==> config.mk <==
export PLATFORM = sky130hd
export DESIGN_NAME = waveform_pulse_peak_finder_flat
export DESIGN_NICKNAME = d
export VERILOG_FILES = /design/src/rtl/wppf_pkg.sv /design/src/rtl/wppf_if.sv /design/src/rtl/waveform_pulse_peak_finder.sv /design/src/flat_wrapper.sv
export SDC_FILE = /design/constraint.sdc
export NUM_CORES = 1
export LEC_CHECK = 0
export BUFFER_PORTS_ARGS = -buffer_cell sky130_fd_sc_hd__buf_2
export CORE_ASPECT_RATIO = 1.5
export CORE_MARGIN = 2
export CORE_UTILIZATION = 55
export CTS_BUF_LIST = sky130_fd_sc_hd__clkbuf_8 sky130_fd_sc_hd__clkbuf_16
export CTS_CLUSTER_SIZE = 28
export DETAILED_ROUTE_END_ITERATION = 16
export GPL_ROUTABILITY_DRIVEN = 0
export PLACE_DENSITY_LB_ADDON = 0.05
export SYNTH_ARGS = -nofsm -noshare
export SYNTH_HDL_FRONTEND = slang
export SYNTH_SLANG_ARGS = --single-unit
==> constraint.sdc <==
create_clock -name clk -period 4.2 [get_ports clk]
set_input_delay 0.84 -clock clk [delete_from_list [all_inputs] [get_ports clk]]
set_output_delay 0.84 -clock clk [all_outputs]
set_load 0.02 [all_outputs]
==> src/rtl/wppf_pkg.sv <==
// Package: shared widths, constants, register codes and the result type of the pulse peak finder.
`default_nettype none

package wppf_pkg;

  localparam int SAMPLE_W  = 16;
  localparam int IDX_W     = 12;
  localparam int CNT_W     = 13;
  localparam int LIMIT_W   = 8;
  localparam int CFG_IDX_W = 3;
  localparam int CFG_W     = 16;

  // Wall level of -400.0 in Q12.4.
  localparam logic signed [SAMPLE_W-1:0] WALL_LEVEL = -16'sd6400;

  localparam logic signed [SAMPLE_W-1:0] THRESHOLD_RST = 16'sd32;
  localparam logic [CNT_W-1:0]           MIN_WIDTH_RST = 13'd5;
  localparam logic [CNT_W-1:0]           CNT_MAX       = {CNT_W{1'b1}};

  typedef enum logic [CFG_IDX_W-1:0] {
    CFG_THRESHOLD     = 3'd0,
    CFG_MIN_WIDTH     = 3'd1,
    CFG_HIT_LIMIT     = 3'd2,
    CFG_HIT_LIMIT_OFF = 3'd3,
    CFG_WALL_MODE     = 3'd4
  } cfg_reg_t;

  typedef struct packed {
    logic [IDX_W-1:0] peak_index;
    logic             is_end;
    logic [CNT_W-1:0] hit_count;
  } result_t;

endpackage

`default_nettype wire

==> src/rtl/wppf_if.sv <==
// Interfaces: the sample request channel and the result request channel.
`default_nettype none

interface wppf_sample_if;
  import wppf_pkg::*;

  logic                       valid;
  logic                       ready;
  logic signed [SAMPLE_W-1:0] sample;
  logic                       end_of_wave;

  modport source (output valid, output sample, output end_of_wave, input ready);
  modport sink   (input valid, input sample, input end_of_wave, output ready);
endinterface

interface wppf_result_if;
  import wppf_pkg::*;

  logic             valid;
  logic             ready;
  logic [IDX_W-1:0] peak_index;
  logic             is_end;
  logic [CNT_W-1:0] hit_count;

  modport source (output valid, output peak_index, output is_end, output hit_count,
                  input ready);
  modport sink   (input valid, input peak_index, input is_end, input hit_count,
                  output ready);
endinterface

`default_nettype wire

==> src/rtl/waveform_pulse_peak_finder.sv <==
// Top level: threshold and width pulse peak finder with wall mode and a result queue.
// Each result is written into the result queue as its sample request is accepted.
// Throughput: one sample per cycle; the result side moves one result per cycle, and a
// sample that closes a pulse on the last sample of a waveform yields two results.
// Samples stall only when the four-entry result queue lacks room for two results.
// Reset (rst, synchronous, active high) restores the register defaults and clears
// all per-waveform state and the result queue.
`default_nettype none

module waveform_pulse_peak_finder (
  input  wire                               clk,
  input  wire                               rst,
  input  wire                               cfg_write,
  input  wire [wppf_pkg::CFG_IDX_W-1:0]     cfg_index,
  input  wire [wppf_pkg::CFG_W-1:0]         cfg_data,
  wppf_sample_if.sink                       samples,
  wppf_result_if.source                     results
);
  import wppf_pkg::*;

  // Configuration registers.
  logic signed [SAMPLE_W-1:0] threshold;
  logic [CNT_W-1:0]           min_width;
  logic [LIMIT_W-1:0]         hit_limit;
  logic                       hit_limit_off;
  logic                       wall_mode;

  // Per-waveform tracking state.
  logic [IDX_W-1:0]           sample_index;
  logic [CNT_W-1:0]           run_length;
  logic                       in_pulse;
  logic signed [SAMPLE_W-1:0] running_min;
  logic [IDX_W-1:0]           min_position;
  logic [CNT_W-1:0]           hits_reported;
  logic                       wall_found;

  logic [IDX_W-1:0]           sample_index_next;
  logic [CNT_W-1:0]           run_length_next;
  logic                       in_pulse_next;
  logic signed [SAMPLE_W-1:0] running_min_next;
  logic [IDX_W-1:0]           min_position_next;
  logic [CNT_W-1:0]           hits_reported_next;
  logic                       wall_found_next;

  // Result queue: four entries, so that a two-result sample always fits once
  // the queue holds two or fewer entries.
  result_t    queue [4];
  logic [1:0] wr_ptr;
  logic [1:0] rd_ptr;
  logic [2:0] count;

  logic    accept;
  logic    pop;
  logic    hit;
  result_t hit_res;
  result_t end_res;
  result_t res0;
  result_t res1;
  logic [1:0] push_n;

  assign accept = samples.valid && samples.ready;
  assign pop    = results.valid && results.ready;

  // Room for two results is required before a sample request is taken.
  assign samples.ready = (count <= 3'd2);

  // Configuration writes land directly in their registers; unknown indexes are ignored.
  always_ff @(posedge clk) begin
    if (rst) begin
      threshold     <= THRESHOLD_RST;
      min_width     <= MIN_WIDTH_RST;
      hit_limit     <= '0;
      hit_limit_off <= 1'b0;
      wall_mode     <= 1'b0;
    end else if (cfg_write) begin
      unique case (cfg_index)
        CFG_THRESHOLD:     threshold     <= cfg_data[SAMPLE_W-1:0];
        CFG_MIN_WIDTH:     min_width     <= cfg_data[CNT_W-1:0];
        CFG_HIT_LIMIT:     hit_limit     <= cfg_data[LIMIT_W-1:0];
        CFG_HIT_LIMIT_OFF: hit_limit_off <= cfg_data[0];
        CFG_WALL_MODE:     wall_mode     <= cfg_data[0];
        default: ;
      endcase
    end
  end

  // Single-pass update of the tracking state for the sample on the channel.
  // In wall mode only the first crossing below the wall level counts. In pulse
  // mode a run below threshold tracks its earliest minimum, and the closing
  // sample reports that position if the run was long enough and the hit limit
  // allows it. The last sample of a waveform appends an end marker and clears
  // all per-waveform state.
  always_comb begin
    sample_index_next  = sample_index;
    run_length_next    = run_length;
    in_pulse_next      = in_pulse;
    running_min_next   = running_min;
    min_position_next  = min_position;
    hits_reported_next = hits_reported;
    wall_found_next    = wall_found;
    hit                = 1'b0;
    hit_res            = '0;

    if (wall_mode) begin
      if (!wall_found && (samples.sample < WALL_LEVEL)) begin
        wall_found_next = 1'b1;
        hit             = 1'b1;
        if (hits_reported < CNT_MAX) begin
          hits_reported_next = hits_reported + 1'b1;
        end
        hit_res.peak_index = sample_index;
      end
    end else if (samples.sample < threshold) begin
      if (!in_pulse || (samples.sample < running_min)) begin
        running_min_next  = samples.sample;
        min_position_next = sample_index;
      end
      in_pulse_next = 1'b1;
      if (run_length < CNT_MAX) begin
        run_length_next = run_length + 1'b1;
      end
    end else begin
      if (in_pulse && (run_length >= min_width) &&
          (hit_limit_off || (hits_reported < {{(CNT_W-LIMIT_W){1'b0}}, hit_limit}))) begin
        hit = 1'b1;
        if (hits_reported < CNT_MAX) begin
          hits_reported_next = hits_reported + 1'b1;
        end
        hit_res.peak_index = min_position;
      end
      in_pulse_next     = 1'b0;
      run_length_next   = '0;
      running_min_next  = '0;
      min_position_next = '0;
    end
    hit_res.is_end    = 1'b0;
    hit_res.hit_count = hits_reported_next;

    end_res.peak_index = '0;
    end_res.is_end     = 1'b1;
    end_res.hit_count  = hits_reported_next;

    if (samples.end_of_wave) begin
      sample_index_next  = '0;
      run_length_next    = '0;
      in_pulse_next      = 1'b0;
      running_min_next   = '0;
      min_position_next  = '0;
      hits_reported_next = '0;
      wall_found_next    = 1'b0;
    end else begin
      sample_index_next = sample_index + 1'b1;
    end

    // Results in order: the hit first, then the end marker.
    res0   = hit ? hit_res : end_res;
    res1   = end_res;
    push_n = {1'b0, hit} + {1'b0, samples.end_of_wave};
  end

  always_ff @(posedge clk) begin
    if (rst) begin
      sample_index  <= '0;
      run_length    <= '0;
      in_pulse      <= 1'b0;
      running_min   <= '0;
      min_position  <= '0;
      hits_reported <= '0;
      wall_found    <= 1'b0;
    end else if (accept) begin
      sample_index  <= sample_index_next;
      run_length    <= run_length_next;
      in_pulse      <= in_pulse_next;
      running_min   <= running_min_next;
      min_position  <= min_position_next;
      hits_reported <= hits_reported_next;
      wall_found    <= wall_found_next;
    end
  end

  // Queue storage carries no reset; only the pointers and the count do.
  always_ff @(posedge clk) begin
    if (accept && (push_n != 2'd0)) begin
      queue[wr_ptr] <= res0;
    end
    if (accept && (push_n == 2'd2)) begin
      queue[wr_ptr + 2'd1] <= res1;
    end
  end

  always_ff @(posedge clk) begin
    if (rst) begin
      wr_ptr <= '0;
      rd_ptr <= '0;
      count  <= '0;
    end else begin
      if (accept) begin
        wr_ptr <= wr_ptr + push_n;
      end
      if (pop) begin
        rd_ptr <= rd_ptr + 2'd1;
      end
      count <= count + (accept ? {1'b0, push_n} : 3'd0) - {2'b0, pop};
    end
  end

  assign results.valid      = (count != 3'd0);
  assign results.peak_index = queue[rd_ptr].peak_index;
  assign results.is_end     = queue[rd_ptr].is_end;
  assign results.hit_count  = queue[rd_ptr].hit_count;

endmodule

`default_nettype wire

==> src/flat_wrapper.sv <==
// flat-port wrapper written by rule: the top's interface ports become plain ports
module waveform_pulse_peak_finder_flat import wppf_pkg::*;
  (clk, rst, cfg_write, cfg_index, cfg_data, samples_valid, samples_sample, samples_end_of_wave, samples_ready, results_valid, results_peak_index, results_is_end, results_hit_count, results_ready);
  wppf_sample_if samples_i ();
  wppf_result_if results_i ();
  input  wire clk;
  input  wire rst;
  input  wire cfg_write;
  input  wire [wppf_pkg::CFG_IDX_W-1:0] cfg_index;
  input  wire [wppf_pkg::CFG_W-1:0] cfg_data;
  input wire logic [$bits(samples_i.valid)-1:0] samples_valid;
  input wire logic [$bits(samples_i.sample)-1:0] samples_sample;
  input wire logic [$bits(samples_i.end_of_wave)-1:0] samples_end_of_wave;
  output wire logic [$bits(samples_i.ready)-1:0] samples_ready;
  output wire logic [$bits(results_i.valid)-1:0] results_valid;
  output wire logic [$bits(results_i.peak_index)-1:0] results_peak_index;
  output wire logic [$bits(results_i.is_end)-1:0] results_is_end;
  output wire logic [$bits(results_i.hit_count)-1:0] results_hit_count;
  input wire logic [$bits(results_i.ready)-1:0] results_ready;
  assign samples_i.valid = samples_valid;
  assign samples_i.sample = samples_sample;
  assign samples_i.end_of_wave = samples_end_of_wave;
  assign samples_ready = samples_i.ready;
  assign results_valid = results_i.valid;
  assign results_peak_index = results_i.peak_index;
  assign results_is_end = results_i.is_end;
  assign results_hit_count = results_i.hit_count;
  assign results_i.ready = results_ready;
  waveform_pulse_peak_finder u_core (.clk(clk), .rst(rst), .cfg_write(cfg_write), .cfg_index(cfg_index), .cfg_data(cfg_data), .samples(samples_i), .results(results_i));
endmodule
Word level (Yosys, flattened, before mapping)
Memories as Yosys holds them, arrays and structs flattened. A register that Yosys moved wholly into a read port is not among the register bits.
Index checks and enable logic that the tools add are counted.
{"block": "word_totals", "ff_bits": 114, "latch_bits": 0, "mem_bits_rw": 104, "rom_bits": 0, "inputBits": 41, "output_inout_bits": 28, "elab_cells": 107, "memories": 1}
{"block": "op_classes", "add_sub_neg": 9, "n_mul": 0, "n_div": 0, "order_cmp": 8, "eq_ne": 8, "shifts": 0, "mux": 41, "bitwise_logic": 0, "n_reduce_logical": 25}
{"memory": "u_core.queue", "depth": 4, "width": 26, "rd": 1, "rd_clocked_by_memory_dff": 1, "wr": 2, "line": "waveform_pulse_peak_finder.sv:47", "rtl": "result_t queue [4];"}
{"op": "two-way mux 13 bit", "count": 10}
{"op": "two-way mux 12 bit", "count": 9}
{"op": "two-way mux 16 bit", "count": 4}
{"op": "< comparator 16 bit", "count": 2}
{"op": "adder 13 x 1 -> 13 bit, second input constant", "count": 2}
{"op": "< comparator 13 bit, second input constant", "count": 2}
{"op": "two-way mux 26 bit", "count": 1}
{"op": "< comparator 16 x 14 -> 1 bit, second input constant", "count": 1}
{"op": "two-way mux 1 bit", "count": 14}
{"op": ">= comparator 13 bit", "count": 1}
{"op": "< comparator 13 x 8 -> 1 bit", "count": 1}
{"op": "adder 12 x 1 -> 12 bit, second input constant", "count": 1}
{"op": "AND reduction 2 bit", "count": 6}
{"op": "AND reduction 3 bit", "count": 3}
{"op": "logical AND 1 bit", "count": 7}
{"op": "equality test 3 x 2 -> 1 bit, second input constant", "count": 2}
{"op": "two-way mux 2 bit", "count": 3}
{"op": "!= test 3 bit, second input constant", "count": 2}
{"op": "nonzero test 2 bit", "count": 3}
{"op": "adder 2 x 1 -> 2 bit, second input constant", "count": 2}
{"op": "adder 3 bit", "count": 1}
{"op": "equality test 3 x 1 -> 1 bit, second input constant", "count": 1}
{"op": "equality test 3 bit, second input constant", "count": 1}
{"op": "less-or-equal comparator 3 x 2 -> 1 bit, second input constant", "count": 1}
{"op": "other kinds (9)", "count": 11}

Depth between registers and ports, before layout
Gate-level depths: netlist of run 1.
{"block": "depth", "word_depth": 11, "ltp_mapped": 16, "depth_no_buf": 16}

Least setup slack after synthesis of run 1
OpenSTA, ideal clock, no wires.
{"block": "synth_timing", "path_type": "input-to-reg", "start": "input samples_sample[15]", "end": "register u_core.count[2]", "setup_time_ps": 128, "arrival_time_ps": 4159, "path_slack_ps": -87, "path_stages": 15, "path_buffers": 2, "cell_sequence": "ha_1 > and4_1 > nand2_1 > or4_4 > and3_1 > o41ai_2 > buf_4 > buf_2 > ha_1 > nand2_1 > ha_1 > fa_1 > xnor2_1 > xnor2_1 > nor2_1"}
{"block": "synth_via", "elab_chain_cells": 8, "elab_cells_between_ends": 10, "cone_classes": "3 x add/sub; 2 x order compare; 4 x mux; 1 x reduce/logical"}
{"item": "start: declaration", "line": "flat_wrapper.sv:12", "rtl": "input wire logic [$bits(samples_i.sample)-1:0] samples_sample;"}
{"item": "< comparator 16 x 14 -> 1 bit", "line": "waveform_pulse_peak_finder.sv:105", "rtl": "if (!wall_found && (samples.sample < WALL_LEVEL)) begin"}
{"item": "logical AND 1 bit", "line": "waveform_pulse_peak_finder.sv:105"}
{"item": "two-way mux 1 bit", "line": "waveform_pulse_peak_finder.sv:105"}
{"item": "two-way mux 1 bit *", "line": "waveform_pulse_peak_finder.sv:104", "rtl": "if (wall_mode) begin"}
{"item": "adder 1 x 1 -> 2 bit *", "line": "waveform_pulse_peak_finder.sv:158", "rtl": "push_n = {1'b0, hit} + {1'b0, samples.end_of_wave};"}
{"item": "two-way mux 2 bit *", "line": "waveform_pulse_peak_finder.sv:203", "rtl": "count <= count + (accept ? {1'b0, push_n} : 3'd0) - {2'b0, pop};"}
{"item": "adder 3 bit *", "line": "waveform_pulse_peak_finder.sv:203"}
{"item": "subtractor 3 x 1 -> 3 bit *", "line": "waveform_pulse_peak_finder.sv:203"}
{"item": "end signal: assignment", "line": "waveform_pulse_peak_finder.sv:203"}
{"item": "end: declaration", "line": "waveform_pulse_peak_finder.sv:50", "rtl": "logic [2:0] count;"}
Every way passes the cells marked *; elsewhere a longest branch is shown, timed or not.
A chain may end at the register's enable or synchronous reset.

==> metrics.txt, run 1 <==
Worst-Skew Late Latency 0.50 ns; Initial DRC Count 416; CTS buffer count 22; worst hold stages 2; length of the first detailed-routing pass in iterations 5; HP Class reg2reg; commonest register cell after synthesis dfxtp_1; CP Class reg2reg; worst r2r path cells 14; routed vias 7803; pre-CTS setup slack -0.0503 ns; Post-route DRC 0; Slew HR 0.439; gr ovfl total 0; hold worst-path end u_core.min_width[6]; leading area contributor after synthesis dfxtp_1; Routed Antenna Nets 0; final worst slack 0.318 ns; initial antenna violation count 0; logic gate share of total power 0.163; gr usage total 0.245; status finished clean; htree depth 1; fmax 0.258 GHz; most numerous cell in the Yosys netlist dfxtp_1; unrepaired setup endpoints after global routing no; CP Capture Type flop; switching part of the total power 0.259; nets 1217; drt via density 5.65; first-pass GRT wire length 38.7 mm; worst reg2reg path endpoint u_core.queue[1][21]; synth top area cells dfxtp_1 32%, edfxtp_1 15%, ha_1 7.2%; root buffer cell clkbuf_16; Area growth syn-to-layout 14.9%; Synth Instances 1037; postcts setup bufs 0; Int Power 3.79 mW; dpl hpwl 16.6 mm; Worst-path clk slew 0.06 ns; Clock Path Buffers 3; final hold vios 0; Seq pwr share 0.449; Die ar. 20000 sq um; starting density of the core 0.561; Pleak 4.49 nW; Pwr Density 429 nW/um^2; crit path DAT 4.27 ns; largest net degree at the start of global routing 61; Min Clock Period, post-route 3.88 ns; FF-to-FF setup slack 0.32 ns; Worst-Margin Slew 0.840 ns; Post-Route WL 23.7 mm; EDFF count, synth 52; # resized after CTS 0; most frequent cells after synthesis 168 x dfxtp_1, 122 x nand2_1, 90 x nor2_1; CTS Hold Bufs 0; Peak VDD IR 262 uV; sequential element share of the synthesized area 0.475; Die X 116 microns; max-slew violations 0; mapped cell area 10400 sq um; Antenna Cells 0; port bufs 68; YS warnings 0; Setup crit start kind flop; Async SR Flop Fraction 0; Die H 172 microns; syn_area_per_cell 9.99 sq um; CP Max Fanout 28; num ports 69; P_sw 1.32 mW; Cell Rows 61; final setup vio count 0; clock sinks 220; share of layout cells above drive strength 1 0.162; vias in the first global route 7638; critical hold path startpoint u_core.min_width[6]; clock skew 0.0158 ns; CP Data Required Time 4.59 ns; Core ar. 18500 sq um; Max-Cap Viols 0; reg2reg start u_core.hit_limit[7]; fin crit share 0.924; Syn Nets 1139; post-synthesis cell type count 70; synthesis-stage register bit count 220; setup TNS 0 ns; WL per Instance 17.1 microns; Synth top area share 0.325; clock network power share 0.387; TritonCTS clock tree built
[cell families (layout without fill, tap and decap cells)]
family | Yosys count | count (layout) | share of synthesized area
xor+xnor | 24 | 24 | 0.0203
buf+inv | 124 | 216 | 0.0470
fa+ha+maj | 61 | 61 | 0.0744
simple gates | 329 | 329 | 0.147
mux | 35 | 35 | 0.0653
compound gates | 244 | 244 | 0.171
flops | 220 | 220 | 0.475
[critical path: stages (launching register included)]
cell	delay, ns
dfxtp_1	0.37
inv_1	0.06
ha_1	0.17
or4_1	0.42
a2111oi_2	0.39
o2111a_1	0.23
o211ai_2	0.17
o41ai_4	0.44
buf_4	0.37
ha_1	0.25
nor2_1	0.05
a211oi_1	0.24
nand2b_1	0.11
buf_4	0.25
a22o_1	0.26
[power by group through the flow]
stage          Combinational [mW]  Sequential (mW)  Clock, mW
6_report                    0.835             2.30       1.98
5_1_grt                     0.924             2.31       2.11
4_1_cts                     0.849             2.30       2.02
3_5_place_dp                0.846             2.34          0
3_3_place_gp                0.838             2.34          0
2_1_floorplan               0.595             2.31          0
[worst max path at each step]
| stage | start | end | slack (ns) | cells after the start |
|---|---|---|---|---|
| floorplan | samples_sample[15] | u_core.count[2] | 0.03 | 15 |
| CTS | u_core.hit_limit[7] | u_core.queue[1][24] | 0.27 | 14 |
| global placement | samples_sample[14] | u_core.queue[1][22] | 0.03 | 14 |
| detailed placement | samples_sample[10] | u_core.queue[1][22] | -0.05 | 14 |
| finish | u_core.hit_limit[7] | u_core.queue[1][21] | 0.32 | 14 |
| global route | u_core.hit_limit[7] | u_core.queue[1][15] | 0.01 | 14 |
[routing by layer]
| layer | global-route usage | part of all wire | up-vias |
|---|---|---|---|
| li1 | - | - | 3901 |
| met2 | 0.456 | 0.53 | 145 |
| met3 | 0.0347 | 0.038 | 34 |
| met4 | 0.0647 | 0.021 | 0 |
| met5 | 0 | 0 | - |
| met1 | 0.292 | 0.41 | 3723 |
[area by class of cell]
| class | count | area (sq um) |
|---|---|---|
| Clock buffer | 25 | 603 |
| Clock inverter | 13 | 130 |
| Fill cell | 1616 | 6560 |
| Inverter | 71 | 267 |
| Multi-Input combinational cell | 693 | 4980 |
| Sequential cell | 220 | 4920 |
| Tap cell | 252 | 315 |
| Timing Repair Buffer | 107 | 683 |
[cells in the final DEF, fill, tap and decap left out, drive strengths merged, types with 25 or more instances in the layout]
cell | Yosys | routed
ha | 60 | 60
nand2 | 123 | 123
inv | 70 | 78
nand3 | 26 | 26
clkbuf | 44 | 25
a21oi | 73 | 73
dfxtp | 168 | 168
a22o | 85 | 85
buf | 9 | 107
nor2 | 91 | 91
edfxtp | 52 | 52
mux4 | 26 | 26
[per-stage QoR]
stage               power, mW  hold WS, ns  std cells  utilization  instance area [sq um]
global route             5.34        0.471       1381        0.645                  11900
global placement         3.18        0.440       1343        0.605                  11200
finish                   5.11        0.453       1381        0.645                  11900
CTS                      5.17        0.456       1381        0.645                  11900
floorplan                2.91        0.432       1037            -                  10400
detailed placement       3.19        0.448       1343        0.605                  11200
[sequential cells by signal, summed over array words and instances (netlist names), named ones only]
signal / count
u_core.count: 3
u_core.hit_limit: 8
u_core.hit_limit_off: 1
u_core.hits_reported: 13
u_core.in_pulse: 1
u_core.min_position: 12
u_core.min_width: 13
u_core.queue: 104
u_core.rd_ptr: 2
u_core.run_length: 13
u_core.running_min: 16
u_core.sample_index: 12
u_core.threshold: 16
u_core.wall_found: 1
u_core.wall_mode: 1
u_core.wr_ptr: 2
(Power assumes the default switching activity.)
==> inputs of run 2 (changes only) <==
RECOVER_POWER = 50   (was not set)
==> run 2 against run 1 <==
Net effect: hold slack is essentially flat; non-clock buffer count is the same; sequential share of layout area grew 0.38 points; fmax is essentially flat; die area is the same; cell count is the same; clock power is essentially flat; largest power group unchanged; sequential power is essentially flat; global-route usage is the same; total power shrank 0.64%; critical path type unchanged.
==> metrics.txt, run 2 (synthesis results as in run 1) <==
gr usage total 0.245 (unchanged); postcts setup bufs 0 (unchanged); drt via density 5.66 (+0.21%); Crit path top cell by count ha_1; clock skew 0.0150 ns (-0.000842 ns); Die H 172 microns (unchanged); Largest Register u_core.queue; Final Core Density 0.639 (-0.00583); max-slew violations 0 (unchanged); commonest non-fill, non-tap cell in the layout dfxtp_1; Post-Route WL 23.7 mm (+0.15%); unrepaired setup endpoints after global routing no; Largest regs u_core.queue x104, u_core.running_min x16, u_core.threshold x16; length of the first detailed-routing pass in iterations 5 (unchanged); FILL cells 1644 (+1.7%); register area 4920 sq um (unchanged); Post-route DRC 0 (unchanged); fmax 0.257 GHz (about the same); Initial DRC Count 421 (+1.2%); Antenna Cells 0 (unchanged); Clock Path Buffers 3 (unchanged); HP Class reg2reg; first-pass GRT wire length 38.7 mm (unchanged); CP peak stage delay 0.43 ns (about the same); # resized after CTS 0 (unchanged); Core ar. 18500 sq um (unchanged); Setup crit start kind flop; largest net degree at the start of global routing 61 (unchanged); Cell Rows 61 (unchanged); root buffer cell clkbuf_16; Critical-path top delay cell o41ai_4; CTS buffer count 22 (unchanged); Min Clock Period, post-route 3.88 ns (+0.00268 ns); CP Max Fanout 28 (unchanged); Buffers & Inverters on Critical Path 3 (unchanged); Slew HR 0.403 (-0.0360); fin crit share 0.925 (about the same); TritonCTS clock tree built; most frequent cells in the layout 168 x dfxtp_1, 123 x nand2_1, 91 x nor2_1; num ports 69 (unchanged); routed vias 7819 (+0.21%); WL per Instance 17.2 microns (+0.15%); CP Class reg2reg; crit path DAT 4.27 ns (about the same); htree depth 1 (unchanged); vias in the first global route 7638 (unchanged); placed cell count 1343 (unchanged); starting density of the core 0.561 (unchanged); Max-Cap Viols 0 (unchanged); Routed Antenna Nets 0 (unchanged); clock sinks 220 (unchanged); Peak VDD IR 244 uV (-6.6%); dpl hpwl 16.6 mm (unchanged); nets 1217 (unchanged); Worst-Margin Slew 0.895 ns (+0.0552 ns); CP Capture Type flop; CTS Hold Bufs 0 (unchanged); Die ar. 20000 sq um (unchanged); share of layout cells above drive strength 1 0.127 (-0.0354); Pleak 4.35 nW (-3.0%); max reg flops 104 (unchanged); Pwr Density 430 nW/um^2 (+0.27%); footprint of the multi-input gates 4960 sq um (-0.55%); Die X 116 microns (unchanged); final setup vio count 0 (unchanged); CP delay by family, top compound AO/OA/AOI/OAI gates; critical-path cell list inv_1 -> ha_1 -> or4_1 -> a2111oi_2 -> o2111a_1 -> o211ai_2 -> o41ai_4 -> buf_4 -> ha_1 -> nand3_1 -> o31ai_1 -> nand2_1 -> clkbuf_4 -> a22o_1; final std cells w/o fill 1381 (unchanged); Worst-path clk slew 0.06 ns (about the same); initial antenna violation count 0 (unchanged); port bufs 68 (unchanged); final hold vios 0 (unchanged); CP Data Required Time 4.58 ns (about the same); Area growth syn-to-layout 13.9%; gr ovfl total 0 (unchanged); Worst-Skew Late Latency 0.50 ns (about the same); status finished clean
run 2: cell count changes in the layout (fill, tap and decap cells not counted), moves of 2 or more:
cell      change
clkbuf_1     +36
buf_2        -29
buf_4        -10
and2_0        +3
and2_1        -3
clkbuf_2      +2
clkbuf_4      +2
run 2: worst paths after layout:
kind              cells past startpoint                  end           startpoint  slack [ns]
hold reg to reg                       2  u_core.min_width[6]  u_core.min_width[6]        0.45
setup reg to reg                     14  u_core.queue[0][22]  u_core.hit_limit[7]        0.32
hold / removal                        2  u_core.min_width[6]  u_core.min_width[6]        0.45
setup / recovery                     14  u_core.queue[0][22]  u_core.hit_limit[7]        0.32
run 2: layer usage:
layer / vias to the layer above / share of wire / global-route usage
li1: 3903 / - / -
met1: 3741 / 0.41 / 0.292
met2: 141 / 0.54 / 0.456
met3: 34 / 0.038 / 0.0347
met4: 0 / 0.021 / 0.0647
met5: - / 0 / 0
run 2: tightest hold or removal path, stage by stage (launching register included):
cell,delay (ns)
dfxtp_1,0.31
nand2_1,0.05
a21oi_1,0.05
run 2: through the flow:
stage | hold WS, ns | TNS, ns | instance area (sq um) | total power [mW] | setup slack, ns
finish | 0.453 | 0 | 11800 | 5.08 | 0.316
CTS | 0.456 | 0 | 11900 | 5.17 | 0.267
global route | 0.471 | 0 | 11800 | 5.31 | 0.0140
detailed placement | 0.448 | -1.08 | 11200 | 3.19 | -0.0503
global placement | 0.440 | 0 | 11200 | 3.18 | 0.0252
floorplan | 0.432 | 0 | 10400 | 2.91 | 0.0339
run 2: layout make-up:
type                       count  area share
clock inverter                13      0.0110
inverter                      71      0.0226
multi-input combinational    693       0.420
tap                          252      0.0267
clock buffer                  25      0.0511
sequential                   220       0.417
timing repair buffer         107      0.0511
run 2: report_power, final:
group / switching, mW / leakage [nW] / internal [mW]
sequential: 0.0538 / 1.83 / 2.24
clock: 0.777 / 0.391 / 1.20
combinational: 0.491 / 2.13 / 0.311
total: 1.32 / 4.35 / 3.75
